<file path="config.mk">
export PLATFORM = sky130hd
export DESIGN_NAME = waypoint_heading_steering
export DESIGN_NICKNAME = d
export VERILOG_FILES = /design/src/rtl/whs_pkg.sv /design/src/rtl/whs_cordic.sv /design/src/rtl/whs_mul.sv /design/src/rtl/waypoint_heading_steering.sv
export VERILOG_INCLUDE_DIRS = /design/src /design/src/rtl
export SDC_FILE = /design/constraint.sdc
export NUM_CORES = 2
export LEC_CHECK = 0
export BUFFER_PORTS_ARGS = -buffer_cell sky130_fd_sc_hd__buf_2
export CORE_ASPECT_RATIO = 0.8
export CORE_MARGIN = 2
export CORE_UTILIZATION = 50
export CTS_BUF_LIST = sky130_fd_sc_hd__clkbuf_4 sky130_fd_sc_hd__clkbuf_8
export CTS_CLUSTER_SIZE = 28
export DETAILED_ROUTE_END_ITERATION = 12
export GPL_TIMING_DRIVEN = 1
export PLACE_DENSITY_LB_ADDON = 0.2
export SLEW_MARGIN = 20
export SYNTH_ARGS = -nofsm -noshare
export SYNTH_HDL_FRONTEND = slang
export SYNTH_SLANG_ARGS = --single-unit
</file>
<file path="constraint.sdc">
create_clock -name clk -period 11.63 [get_ports clk]
set_input_delay 1.7445 -clock clk [delete_from_list [all_inputs] [get_ports clk]]
set_output_delay 1.7445 -clock clk [all_outputs]
set_load 0.01 [all_outputs]
</file>
<file path="src/rtl/waypoint_heading_steering_macros.svh">
// Assertion macros shared by the waypoint steering RTL.
// Each macro expects clk and arst_n in the scope where it is used.
`ifndef WAYPOINT_HEADING_STEERING_MACROS_SVH
`define WAYPOINT_HEADING_STEERING_MACROS_SVH

// Check on every rising edge outside reset.
`define WHS_ASSERT(lbl, prop, msg) \
	lbl: assert property (@(posedge clk) disable iff (!arst_n) prop) \
		else $error(msg);

// Check on every rising edge, reset included.
`define WHS_ASSERT_RST(lbl, prop, msg) \
	lbl: assert property (@(posedge clk) prop) \
		else $error(msg);

`endif

</file>
<file path="src/rtl/whs_pkg.sv">
// Shared constants, types and helper functions for the waypoint steering block.
// No dependencies; used by whs_cordic, whs_mul and waypoint_heading_steering.
package whs_pkg;

	localparam int CORDIC_STEPS = 14;
	localparam int TAB_LEN      = 20;
	localparam int STEP_W       = 5;
	localparam int VEC_W        = 17;
	localparam int CRD_W        = 32;
	localparam int SCALE_SH     = 12;
	localparam int ANG_W        = 21;
	localparam int DIFF_W       = 22;
	localparam int MUL_W        = 19;
	localparam int PROD_W       = 2 * MUL_W;
	localparam int SUMSQ_W      = 34;
	localparam int SAT_W        = 19;
	localparam int RND_SH       = 6;
	localparam int CFG_IDX_W    = 3;

	localparam logic signed [DIFF_W-1:0] ANG_PI  = 22'sd205887;
	localparam logic signed [DIFF_W-1:0] ANG_2PI = 22'sd411775;

	localparam logic [15:0] ATAN_TAB [TAB_LEN] = '{
		16'd51472, 16'd30386, 16'd16055, 16'd8150, 16'd4091,
		16'd2047, 16'd1024, 16'd512, 16'd256, 16'd128,
		16'd64, 16'd32, 16'd16, 16'd8, 16'd4,
		16'd2, 16'd1, 16'd1, 16'd0, 16'd0
	};

	localparam logic signed [15:0] RST_TARGET_X  = 16'sd4301;
	localparam logic signed [15:0] RST_TARGET_Z  = 16'sd2253;
	localparam logic [14:0]        RST_TOLERANCE = 15'd102;
	localparam logic signed [15:0] RST_OFFSET    = -16'sd657;
	localparam logic [3:0]         RST_GAIN      = 4'd6;

	typedef enum logic [CFG_IDX_W-1:0] {
		CFG_TARGET_X  = 3'd0,
		CFG_TARGET_Z  = 3'd1,
		CFG_TOLERANCE = 3'd2,
		CFG_OFFSET    = 3'd3,
		CFG_GAIN      = 3'd4
	} cfg_idx_t;

	typedef enum logic [3:0] {
		S_IDLE,
		S_SQX,
		S_SQZ,
		S_SQT,
		S_CMP,
		S_CRD1,
		S_CRD2,
		S_WRAP,
		S_GAIN,
		S_DONE
	} state_t;

	typedef struct packed {
		logic busy;
		logic done;
	} crd_stat_t;

	function automatic logic signed [15:0] sat16(input logic signed [SAT_W-1:0] v);
		logic signed [SAT_W-1:0] hi;
		logic signed [SAT_W-1:0] lo;
		hi = SAT_W'(32'sd32767);
		lo = SAT_W'(-32'sd32768);
		priority if (v > hi) begin
			return 16'sh7fff;
		end else if (v < lo) begin
			return 16'sh8000;
		end else begin
			return v[15:0];
		end
	endfunction

endpackage

</file>
<file path="src/rtl/whs_cordic.sv">
// Iterative CORDIC vectoring unit: one micro-rotation per cycle, angle in Q.16 rad.
// Depends on whs_pkg for widths, the arctangent table and the status struct.
module whs_cordic (
	input  logic                              clk,
	input  logic                              arst_n,
	input  logic                              start,
	input  logic signed [whs_pkg::VEC_W-1:0]  vec_x,
	input  logic signed [whs_pkg::VEC_W-1:0]  vec_y,
	output whs_pkg::crd_stat_t                stat,
	output logic signed [whs_pkg::ANG_W-1:0]  angle
);
	import whs_pkg::*;

	logic signed [CRD_W-1:0] x_q, y_q;
	logic signed [ANG_W-1:0] z_q;
	logic [STEP_W-1:0]       i_q;
	logic                    busy_q, done_q, zero_q;

	logic signed [CRD_W-1:0] xl, yl, xs, ys;
	logic signed [ANG_W-1:0] at;

	always_comb begin
		xl = CRD_W'(vec_x) <<< SCALE_SH;
		yl = CRD_W'(vec_y) <<< SCALE_SH;
		xs = x_q >>> i_q;
		ys = y_q >>> i_q;
		at = ANG_W'(ATAN_TAB[i_q]);
	end

	always_ff @(posedge clk or negedge arst_n) begin
		if (!arst_n) begin
			busy_q <= 1'b0;
			done_q <= 1'b0;
			i_q    <= '0;
		end else begin
			done_q <= 1'b0;
			if (start && !busy_q) begin
				busy_q <= 1'b1;
				i_q    <= '0;
			end else if (busy_q) begin
				if (i_q == STEP_W'(CORDIC_STEPS - 1)) begin
					busy_q <= 1'b0;
					done_q <= 1'b1;
				end else begin
					i_q <= i_q + 1'b1;
				end
			end
		end
	end

	// fold the left half-plane onto the right one, then rotate toward the x axis
	always_ff @(posedge clk) begin
		if (start && !busy_q) begin
			zero_q <= (vec_x == '0) && (vec_y == '0);
			if (vec_x < 0) begin
				x_q <= -xl;
				y_q <= -yl;
				z_q <= (vec_y >= 0) ? ANG_W'(ANG_PI) : -ANG_W'(ANG_PI);
			end else begin
				x_q <= xl;
				y_q <= yl;
				z_q <= '0;
			end
		end else if (busy_q) begin
			if (y_q > 0) begin
				x_q <= x_q + ys;
				y_q <= y_q - xs;
				z_q <= z_q + at;
			end else begin
				x_q <= x_q - ys;
				y_q <= y_q + xs;
				z_q <= z_q - at;
			end
		end
	end

	assign stat.busy = busy_q;
	assign stat.done = done_q;
	assign angle     = zero_q ? '0 : z_q;

endmodule

</file>
<file path="src/rtl/whs_mul.sv">
// Shared signed multiplier with registered product.
// Depends on whs_pkg for operand and product widths.
module whs_mul (
	input  logic                               clk,
	input  logic signed [whs_pkg::MUL_W-1:0]   op_a,
	input  logic signed [whs_pkg::MUL_W-1:0]   op_b,
	output logic signed [whs_pkg::PROD_W-1:0]  prod
);
	import whs_pkg::*;

	logic signed [PROD_W-1:0] prod_q;

	always_ff @(posedge clk) begin
		prod_q <= op_a * op_b;
	end

	assign prod = prod_q;

endmodule

</file>
<file path="src/rtl/waypoint_heading_steering.sv">
// Top level: sequencer, config registers and output register of the waypoint steering block.
// Depends on whs_pkg, whs_cordic, whs_mul and waypoint_heading_steering_macros.svh.
//
// Usage:
//   Input beats (pos_x, pos_z, north_x, north_z) arrive on in_valid/in_ready. Each beat
//   yields exactly one output beat (left_speed, right_speed, arrived) on out_valid/out_ready.
//   Registers are written on cfg_valid/cfg_ready with cfg_index and cfg_data; cfg_ready is
//   always high, indexes above the list are dropped. Write them only while the block is idle.
//   An input beat runs through S_SQX, S_SQZ, S_SQT, S_CMP, the two CORDIC runs (S_CRD1,
//   S_CRD2), S_WRAP, which repeats while the angle difference needs wrapping, S_GAIN and
//   S_DONE before out_valid; a new input beat is taken once the sequencer is back in S_IDLE.
//   One CORDIC unit resolves both angles one after the other, one step a cycle, and a single
//   multiplier forms the squared distance, the squared tolerance and the gain product. Once
//   the target is reached the angle work is skipped: S_CMP goes straight to S_DONE.
//   in_ready is high only between items, so one item is in flight at a time.
//   The output register frees the sequencer: in_ready returns while a result still waits;
//   a stalled receiver holds only the next item's final step.
//   Reset: registers take their default values, the arrival flag clears, no output pending.
//   The arrival flag is sticky: after it sets, every result is zero speed with arrived high.
module waypoint_heading_steering (
	input  logic                                clk,
	input  logic                                arst_n,
	input  logic                                cfg_valid,
	output logic                                cfg_ready,
	input  logic [whs_pkg::CFG_IDX_W-1:0]       cfg_index,
	input  logic [15:0]                         cfg_data,
	input  logic                                in_valid,
	output logic                                in_ready,
	input  logic signed [15:0]                  pos_x,
	input  logic signed [15:0]                  pos_z,
	input  logic signed [15:0]                  north_x,
	input  logic signed [15:0]                  north_z,
	output logic                                out_valid,
	input  logic                                out_ready,
	output logic signed [15:0]                  left_speed,
	output logic signed [15:0]                  right_speed,
	output logic                                arrived
);
	import whs_pkg::*;

	`include "waypoint_heading_steering_macros.svh"

	state_t state_q, state_d;

	logic signed [15:0] target_x_q, target_z_q, offset_q;
	logic [14:0]        tol_q;
	logic [3:0]         gain_q;
	logic               reached_q;

	logic signed [VEC_W-1:0]  dx_q, dz_q, fx_q, fz_q;
	logic [SUMSQ_W-1:0]       sumsq_q;
	logic signed [ANG_W-1:0]  z1_q;
	logic signed [DIFF_W-1:0] diff_q;

	logic               out_valid_q, out_arrived_q;
	logic signed [15:0] out_left_q, out_right_q;

	logic                     crd_start, load_out, near;
	logic signed [VEC_W-1:0]  crd_x, crd_y;
	crd_stat_t                crd_stat;
	logic signed [ANG_W-1:0]  crd_angle;
	logic signed [MUL_W-1:0]  mul_a, mul_b;
	logic signed [PROD_W-1:0] prod;
	logic signed [DIFF_W-1:0] beta;
	logic signed [PROD_W-1:0] rnd;
	logic signed [SAT_W-1:0]  term, left_w, right_w;
	logic                     out_free;

	assign cfg_ready = 1'b1;

	always_ff @(posedge clk or negedge arst_n) begin
		if (!arst_n) begin
			target_x_q <= RST_TARGET_X;
			target_z_q <= RST_TARGET_Z;
			tol_q      <= RST_TOLERANCE;
			offset_q   <= RST_OFFSET;
			gain_q     <= RST_GAIN;
		end else if (cfg_valid) begin
			unique case (cfg_index)
				CFG_TARGET_X:  target_x_q <= cfg_data;
				CFG_TARGET_Z:  target_z_q <= cfg_data;
				CFG_TOLERANCE: tol_q      <= cfg_data[14:0];
				CFG_OFFSET:    offset_q   <= cfg_data;
				CFG_GAIN:      gain_q     <= cfg_data[3:0];
				default: ;
			endcase
		end
	end

	whs_cordic u_cordic (
		.clk    (clk),
		.arst_n (arst_n),
		.start  (crd_start),
		.vec_x  (crd_x),
		.vec_y  (crd_y),
		.stat   (crd_stat),
		.angle  (crd_angle)
	);

	whs_mul u_mul (
		.clk  (clk),
		.op_a (mul_a),
		.op_b (mul_b),
		.prod (prod)
	);

	assign beta = diff_q - ANG_PI;
	assign near = sumsq_q < SUMSQ_W'(prod);

	// operand steering for the shared multiplier and CORDIC unit
	always_comb begin
		unique case (state_q)
			S_SQX: begin
				mul_a = MUL_W'(dx_q);
				mul_b = MUL_W'(dx_q);
			end
			S_SQZ: begin
				mul_a = MUL_W'(dz_q);
				mul_b = MUL_W'(dz_q);
			end
			S_SQT: begin
				mul_a = MUL_W'({1'b0, tol_q});
				mul_b = MUL_W'({1'b0, tol_q});
			end
			default: begin
				mul_a = MUL_W'({1'b0, gain_q});
				mul_b = beta[MUL_W-1:0];
			end
		endcase
		if (state_q == S_CMP) begin
			crd_x = dx_q;
			crd_y = dz_q;
		end else begin
			crd_x = fx_q;
			crd_y = fz_q;
		end
	end

	// rounding of gain*beta from Q.16 to Q.10 and the two wheel sums
	always_comb begin
		rnd     = prod + PROD_W'(32);
		term    = SAT_W'(rnd >>> RND_SH);
		left_w  = SAT_W'(offset_q) + term;
		right_w = SAT_W'(offset_q) - term;
	end

	assign out_free = !out_valid_q || out_ready;

	always_ff @(posedge clk or negedge arst_n) begin
		if (!arst_n) begin
			state_q <= S_IDLE;
		end else begin
			state_q <= state_d;
		end
	end

	always_comb begin
		state_d   = state_q;
		crd_start = 1'b0;
		load_out  = 1'b0;
		in_ready  = 1'b0;
		unique case (state_q)
			S_IDLE: begin
				in_ready = 1'b1;
				if (in_valid) begin
					state_d = S_SQX;
				end
			end
			S_SQX: state_d = S_SQZ;
			S_SQZ: state_d = S_SQT;
			S_SQT: state_d = S_CMP;
			S_CMP: begin
				if (near || reached_q) begin
					state_d = S_DONE;
				end else begin
					crd_start = 1'b1;
					state_d   = S_CRD1;
				end
			end
			S_CRD1: begin
				if (crd_stat.done) begin
					crd_start = 1'b1;
					state_d   = S_CRD2;
				end
			end
			S_CRD2: begin
				if (crd_stat.done) begin
					state_d = S_WRAP;
				end
			end
			S_WRAP: begin
				if (!diff_q[DIFF_W-1] && diff_q < ANG_2PI) begin
					state_d = S_GAIN;
				end
			end
			S_GAIN: state_d = S_DONE;
			S_DONE: begin
				if (out_free) begin
					load_out = 1'b1;
					state_d  = S_IDLE;
				end
			end
			default: state_d = S_IDLE;
		endcase
	end

	always_ff @(posedge clk or negedge arst_n) begin
		if (!arst_n) begin
			reached_q <= 1'b0;
		end else if (state_q == S_CMP && near) begin
			reached_q <= 1'b1;
		end
	end

	always_ff @(posedge clk) begin
		if (in_valid && in_ready) begin
			dx_q <= VEC_W'(target_x_q) - VEC_W'(pos_x);
			dz_q <= VEC_W'(target_z_q) - VEC_W'(pos_z);
			fx_q <= -VEC_W'(north_x);
			fz_q <= VEC_W'(north_z);
		end
		if (state_q == S_SQZ) begin
			sumsq_q <= SUMSQ_W'(prod);
		end else if (state_q == S_SQT) begin
			sumsq_q <= sumsq_q + SUMSQ_W'(prod);
		end
		if (state_q == S_CRD1 && crd_stat.done) begin
			z1_q <= crd_angle;
		end
		// bring the angle difference into [0, 2pi)
		if (state_q == S_CRD2 && crd_stat.done) begin
			diff_q <= DIFF_W'(z1_q) - DIFF_W'(crd_angle);
		end else if (state_q == S_WRAP) begin
			if (diff_q[DIFF_W-1]) begin
				diff_q <= diff_q + ANG_2PI;
			end else if (diff_q >= ANG_2PI) begin
				diff_q <= diff_q - ANG_2PI;
			end
		end
	end

	always_ff @(posedge clk or negedge arst_n) begin
		if (!arst_n) begin
			out_valid_q <= 1'b0;
		end else if (load_out) begin
			out_valid_q <= 1'b1;
		end else if (out_ready) begin
			out_valid_q <= 1'b0;
		end
	end

	always_ff @(posedge clk) begin
		if (load_out) begin
			if (reached_q) begin
				out_left_q    <= '0;
				out_right_q   <= '0;
				out_arrived_q <= 1'b1;
			end else begin
				out_left_q    <= sat16(left_w);
				out_right_q   <= sat16(right_w);
				out_arrived_q <= 1'b0;
			end
		end
	end

	assign out_valid   = out_valid_q;
	assign left_speed  = out_left_q;
	assign right_speed = out_right_q;
	assign arrived     = out_arrived_q;

	`WHS_ASSERT(a_reached_sticky, reached_q |=> reached_q, "arrival flag cleared without reset")
	`WHS_ASSERT(a_arrived_stopped,
		out_valid_q && out_arrived_q |-> out_left_q == 0 && out_right_q == 0,
		"arrived beat carries nonzero speed")
	`WHS_ASSERT(a_crd_in_seq,
		crd_stat.busy |-> state_q == S_CRD1 || state_q == S_CRD2,
		"CORDIC unit busy outside the angle steps")
	`WHS_ASSERT(a_beta_wrapped,
		state_q == S_GAIN |-> !diff_q[DIFF_W-1] && diff_q < ANG_2PI,
		"heading difference not wrapped before gain step")
	`WHS_ASSERT_RST(a_reset_clean,
		!arst_n |-> state_q == S_IDLE && !out_valid_q && !reached_q,
		"control state not cleared in reset")

endmodule

</file>
After elaboration in Yosys (flattened, before gate mapping)
Memory sizes are Yosys's and may differ from the RTL's.
Index checks and enable logic that the tools add are counted.
Operators by class
  equality and inequality tests: 20
  multipliers: 1
  magnitude comparators: 11
  bitwise operators: 1
  mux-type cells: 55
  $add $sub $neg: 20
  shift-type cells: 2
  reductions and logical operators: 31
Operator list (count)
  $mux 32: 8
  $mux 21: 6
  $pmux 19 s3: 2
  $mux 22: 4
  $mux 34: 2
  $add 32x32->32: 2
  $mux 16: 4
  $neg 29->32: 2
  $sshr 32x5->32: 2
  $sub 32x32->32: 2
  $pmux 4 s10: 1
  $gt 19x16->1 const B: 2
  $lt 19x16->1 const B: 2
  $add 34x34->34: 1
  $logic_not 17->1: 2
  $lt 34x34->1: 1
  $mul 19x19->34: 1
  $mux 17: 2
  $sub 16x16->17: 2
  $gt 32x1->1 const B: 1
  $mux 15: 2
  $add 25x7->25 const B: 1
  $mux 4: 6
  $add 22x20->22 const B: 1
  38 further kinds: 82
Storage, ports and cells
  ROM bits: 512
  memories kept: 1
  register bits: 377
  logic and storage cells: 171
  bits of input ports: 88
Memories
  (name not given): words 32, width 16, rd ports 1, clocked after Yosys merged registers in 0, wr ports 0, RTL line whs_cordic.sv:27  | at = ANG_W'(ATAN_TAB[i_q]);

Depth between registers and ports, before layout
  depth after elaboration: 8
  depth in mapped cells: 34

Hierarchy
Synthesis repeated with hierarchy kept, for this count alone.
Second synthesis, totals
  cell total of the unflattened synthesis: 5278
  area total of the unflattened synthesis: 47634.4 µm²
By module, submodules not included
  waypoint_heading_steering: area each 18551.5 µm², cells an instance 2031, instances 1
  whs_cordic: area each 14929.3 µm², cells an instance 1774, instances 1
  whs_mul: area each 14153.6 µm², cells an instance 1473, instances 1

Least setup slack after synthesis
Ideal clock, no wire load.
  kind: register to register
  from: register diff_q[0]
  to: register u_mul.prod_q[32] (netlist: u_mul.prod[32])
  slack: 3.555 ns
  data required time: 11.558 ns
  buffers on the path: 1
  stages on the path, launching flop included: 30
  period minus slack after synthesis: 8.075 ns
  arrival: 8.003 ns
  path through: edfxtp_1 -> ha_1 -> and3_1 -> clkbuf_1 -> o31a_1 -> o31ai_1 -> nor3b_1 -> xnor2_1 -> a21oi_1 -> or2_2 -> fa_1 -> fa_1 -> inv_1 -> fa_1 -> fa_1 -> fa_1 -> fa_1 -> inv_1 -> fa_1 -> inv_1 -> ha_1 -> nor2_1 -> nand2_1 -> a311o_1 -> a21oi_1 -> o31ai_1 -> a41oi_1 -> o211ai_1 -> a21oi_1 -> xnor2_1
Between the ends
  word-level cells in the longest chain between the ends: 3
Ends and longest elaborated chain
  start: declaration: RTL line waypoint_heading_steering.sv:53  | logic signed [DIFF_W-1:0] diff_q;
  start signal: assignment: RTL line waypoint_heading_steering.sv:232  | diff_q <= DIFF_W'(z1_q) - DIFF_W'(crd_angle);
  start signal: assignment: RTL line waypoint_heading_steering.sv:235  | diff_q <= diff_q + ANG_2PI;
  start signal: assignment: RTL line waypoint_heading_steering.sv:237  | diff_q <= diff_q - ANG_2PI;
  $sub 19x19->19: RTL line waypoint_heading_steering.sv:107  | assign beta = diff_q - ANG_PI;
  $pmux 19 s3: RTL line waypoint_heading_steering.sv:112  | unique case (state_q)
  $mul 19x19->34: RTL line whs_mul.sv:14  | prod_q <= op_a * op_b;
  end signal: assignment: RTL line whs_mul.sv:14
  end: declaration: RTL line whs_mul.sv:11  | logic signed [PROD_W-1:0] prod_q;
No other way between the ends.
A chain may end at the register's enable or synchronous reset.

Worst setup path after layout
  from: register state_q[1]
  to: register u_mul.prod_q[32] (netlist: u_mul.prod[32])
Between the ends
  word-level cells in the longest chain between the ends: 3
  elaborated cells between the ends (all ways): 6
Ends and longest elaborated chain
  start: declaration: RTL line waypoint_heading_steering.sv:43  | state_t state_q, state_d;
  start signal: assignment: RTL line waypoint_heading_steering.sv:153  | state_q <= state_d;
  $eq 4x2->1 / $eq 4x1->1 (equally long branches): RTL line waypoint_heading_steering.sv:112
  $pmux 19 s3: RTL line waypoint_heading_steering.sv:112
  $mul 19x19->34 *: RTL line whs_mul.sv:14
Mark *: on every way between the ends. The rest lies on a longest branch, timed or not.

==> metrics.txt <==
run status complete, no violations; share of cells above drive strength 1 0.118; vias post-DR roughly 37000; Die Span Y 271 µm; reg-to-reg slack, setup 2.25 ns; Final Cycle Share 0.806; max incr delay on CP ~0.92 ns; clock-pin slew of the registers on the worst-case setup and hold paths approximately 0.060 ns; Crit Path Max Fanout 31; max cap viols 0; HPWL Detailed about 110 mm; Top FF cell, synth edfxtp_1; DRC 0; RSZ-0062 raised after global routing no; arrival time worst endpoint between 9 and 10 ns; CTS tree done; largest net degree at the start of global routing 74; CTS Root Cell clkbuf_8; DR pass1 iterations 6; family with the most delay on the worst path adder cells; Max stage delay cell, worst path dfrtp_1; core area 89000 µm²; grt total ovfl 0; Final ANT Viol Nets 0; leading cell types in the layout, fill and taps excluded 618 x inv_1, 470 x nand2_1, 420 x nor2_1; Die W 338 µm; worst reg2reg path startpoint state_q[1]; worst skew pair latency between 0.7 and 0.8 ns; DRT iter0 DRCs around 3900; I/O Buffers 122; H-Tree Depth 3; setup total negative slack 0 ns; total wire length 134 mm; Worst setup SP type register; Max Root-Sink Buffers 3; worst clock skew about 0.041 ns; fin. max-slew vios 0; synthesized cell area about 45000 µm²; Mapped Nets between 5000 and 6000; final instance area 48000 µm²; fmax around 110 MHz; die outline area just over 90000 µm²; wire per inst about 21 µm; initial antenna violation count 8; P&R area growth vs syn 7.39%; number of global-route vias before repair 34200; final hold vios 0; DP Area between 40000 and 50000 µm²; post-synthesis cell count approximately 4900; number of synthesized flops with an enable pin about 260; sinks on the clock net approximately 380; CP most frequent cell fa_1; sequential area share after synthesis 0.237; worst relative slew slack 0.189; Hold WC Path Type register to register; worst path buffer plus inverter count 7; WP data required 12.23 ns; Starting Density 0.502; Top-Level Pins ~120; fin crit period between 9 and 10 ns; count of hold buffers inserted by post-cts repair 0; commonest non-fill, non-tap cell in the layout inv_1; global-route wire length before repair between 200 and 250 mm; Worst-Margin Slew around 1.2 ns; Worst Hold Launch tol_q[11]; RD Place Congestion ~1; postcts setup bufs 0; final net count 5759; Core Util, Final 0.539; Resize count post-CTS 0; Yosys reg bits 377; post-synthesis async set-or-reset flop share 0.212; Synth cell types between 100 and 150; # setup viols final 0; cell row count around 100; total CTS buffers roughly 70; Avg Cell Area, Syn roughly 9 µm²; CP endpoint kind register; yosys warns 0; gr usage total 0.288; CP Launch Point state_q[1]; Worst Setup Path Type register to register; DR vias/cell around 6
==> synth_stat cells (28+ instances only) <==
cell | number | area share
nor4_1 | 28 | 0.0039
edfxtp_1 | 263 | 0.18
nand2b_1 | 74 | 0.010
fa_1 | 330 | 0.15
nor2b_1 | 47 | 0.0066
dfrtp_1 | 49 | 0.027
xor2_1 | 117 | 0.023
ha_1 | 361 | 0.10
nor2_1 | 426 | 0.036
mux4_2 | 70 | 0.035
a21oi_1 | 299 | 0.033
a31oi_1 | 44 | 0.0062
nand2_1 | 472 | 0.040
mux2i_1 | 81 | 0.018
a21o_1 | 78 | 0.013
o21a_1 | 49 | 0.0082
and2_1 | 39 | 0.0055
o21ai_0 | 257 | 0.029
xnor2_1 | 244 | 0.048
mux2_2 | 103 | 0.026
dfxtp_1 | 34 | 0.015
clkbuf_1 | 144 | 0.012
dfstp_2 | 31 | 0.018
nand3_1 | 56 | 0.0063
inv_1 | 618 | 0.052
nor3_1 | 90 | 0.010
==> layer usage <==
metal	up-vias	part of all wire	global-route usage	wire, µm
met1	17900	0.47	0.456	63300
met5	-	0	0	0
met2	1644	0.39	0.379	52100
met4	0	0.020	0.0648	2740
li1	17000	-	-	-
met3	170	0.12	0.0844	15500
==> state kept, by name, summed over array words and instances (netlist names), 15 cells and up <==
signal,count
u_cordic.x_q,32
fx_q,17
dz_q,17
dx_q,17
u_cordic.y_q,32
fz_q,16
u_cordic.z_q,21
u_mul.prod,34
offset_q,16
tol_q,15
diff_q,22
target_x_q,16
right_speed,16
target_z_q,16
z1_q,21
sumsq_q,34
left_speed,16
==> path summary, 6_finish.rpt <==
kind                                   to  cells after the start
min reg2reg                     tol_q[11]                      1
max in group asynchronous       gain_q[3]                      2
min                             tol_q[11]                      1
max                        u_mul.prod[32]                     29
min in group asynchronous       out_valid                      1
max reg2reg                u_mul.prod[32]                     29
==> metrics by stage <==
step	setup WS, ns	instances	hold slack [ns]
CTS	2.35	6239	0.508
floorplan	3.56	4934	0.460
global placement	2.55	6105	0.486
global route	1.71	6241	0.528
finish	2.25	6243	0.508
detailed placement	2.40	6105	0.495
==> kinds of logic after synthesis <==
logic type	Yosys count	share of synthesized area
AND/OR/NAND/NOR	1381	0.143
AO/OA/AOI/OAI	1038	0.147
buffers and inverters	827	0.0722
adder cells (fa/ha/maj)	691	0.249
flip-flops	377	0.237
XOR/XNOR	361	0.0707
multiplexers	258	0.0814
other	1	0.0000839
==> layout make-up <==
| class | instances | area, µm² |
|---|---|---|
| Timing Repair Buffer | 176 | 1030 |
| Multi-Input combinational cell | 3730 | 30900 |
| Tap cell | 1200 | 1500 |
| Sequential cell | 377 | 10600 |
| Fill cell | 8361 | 41000 |
| Clock buffer | 108 | 1300 |
| Antenna cell | 3 | 7.51 |
| Clock inverter | 26 | 280 |
| Inverter | 623 | 2340 |
Power is not shown: default switching activity piles up to over one toggle a cycle in this logic, so the estimate is an artifact.
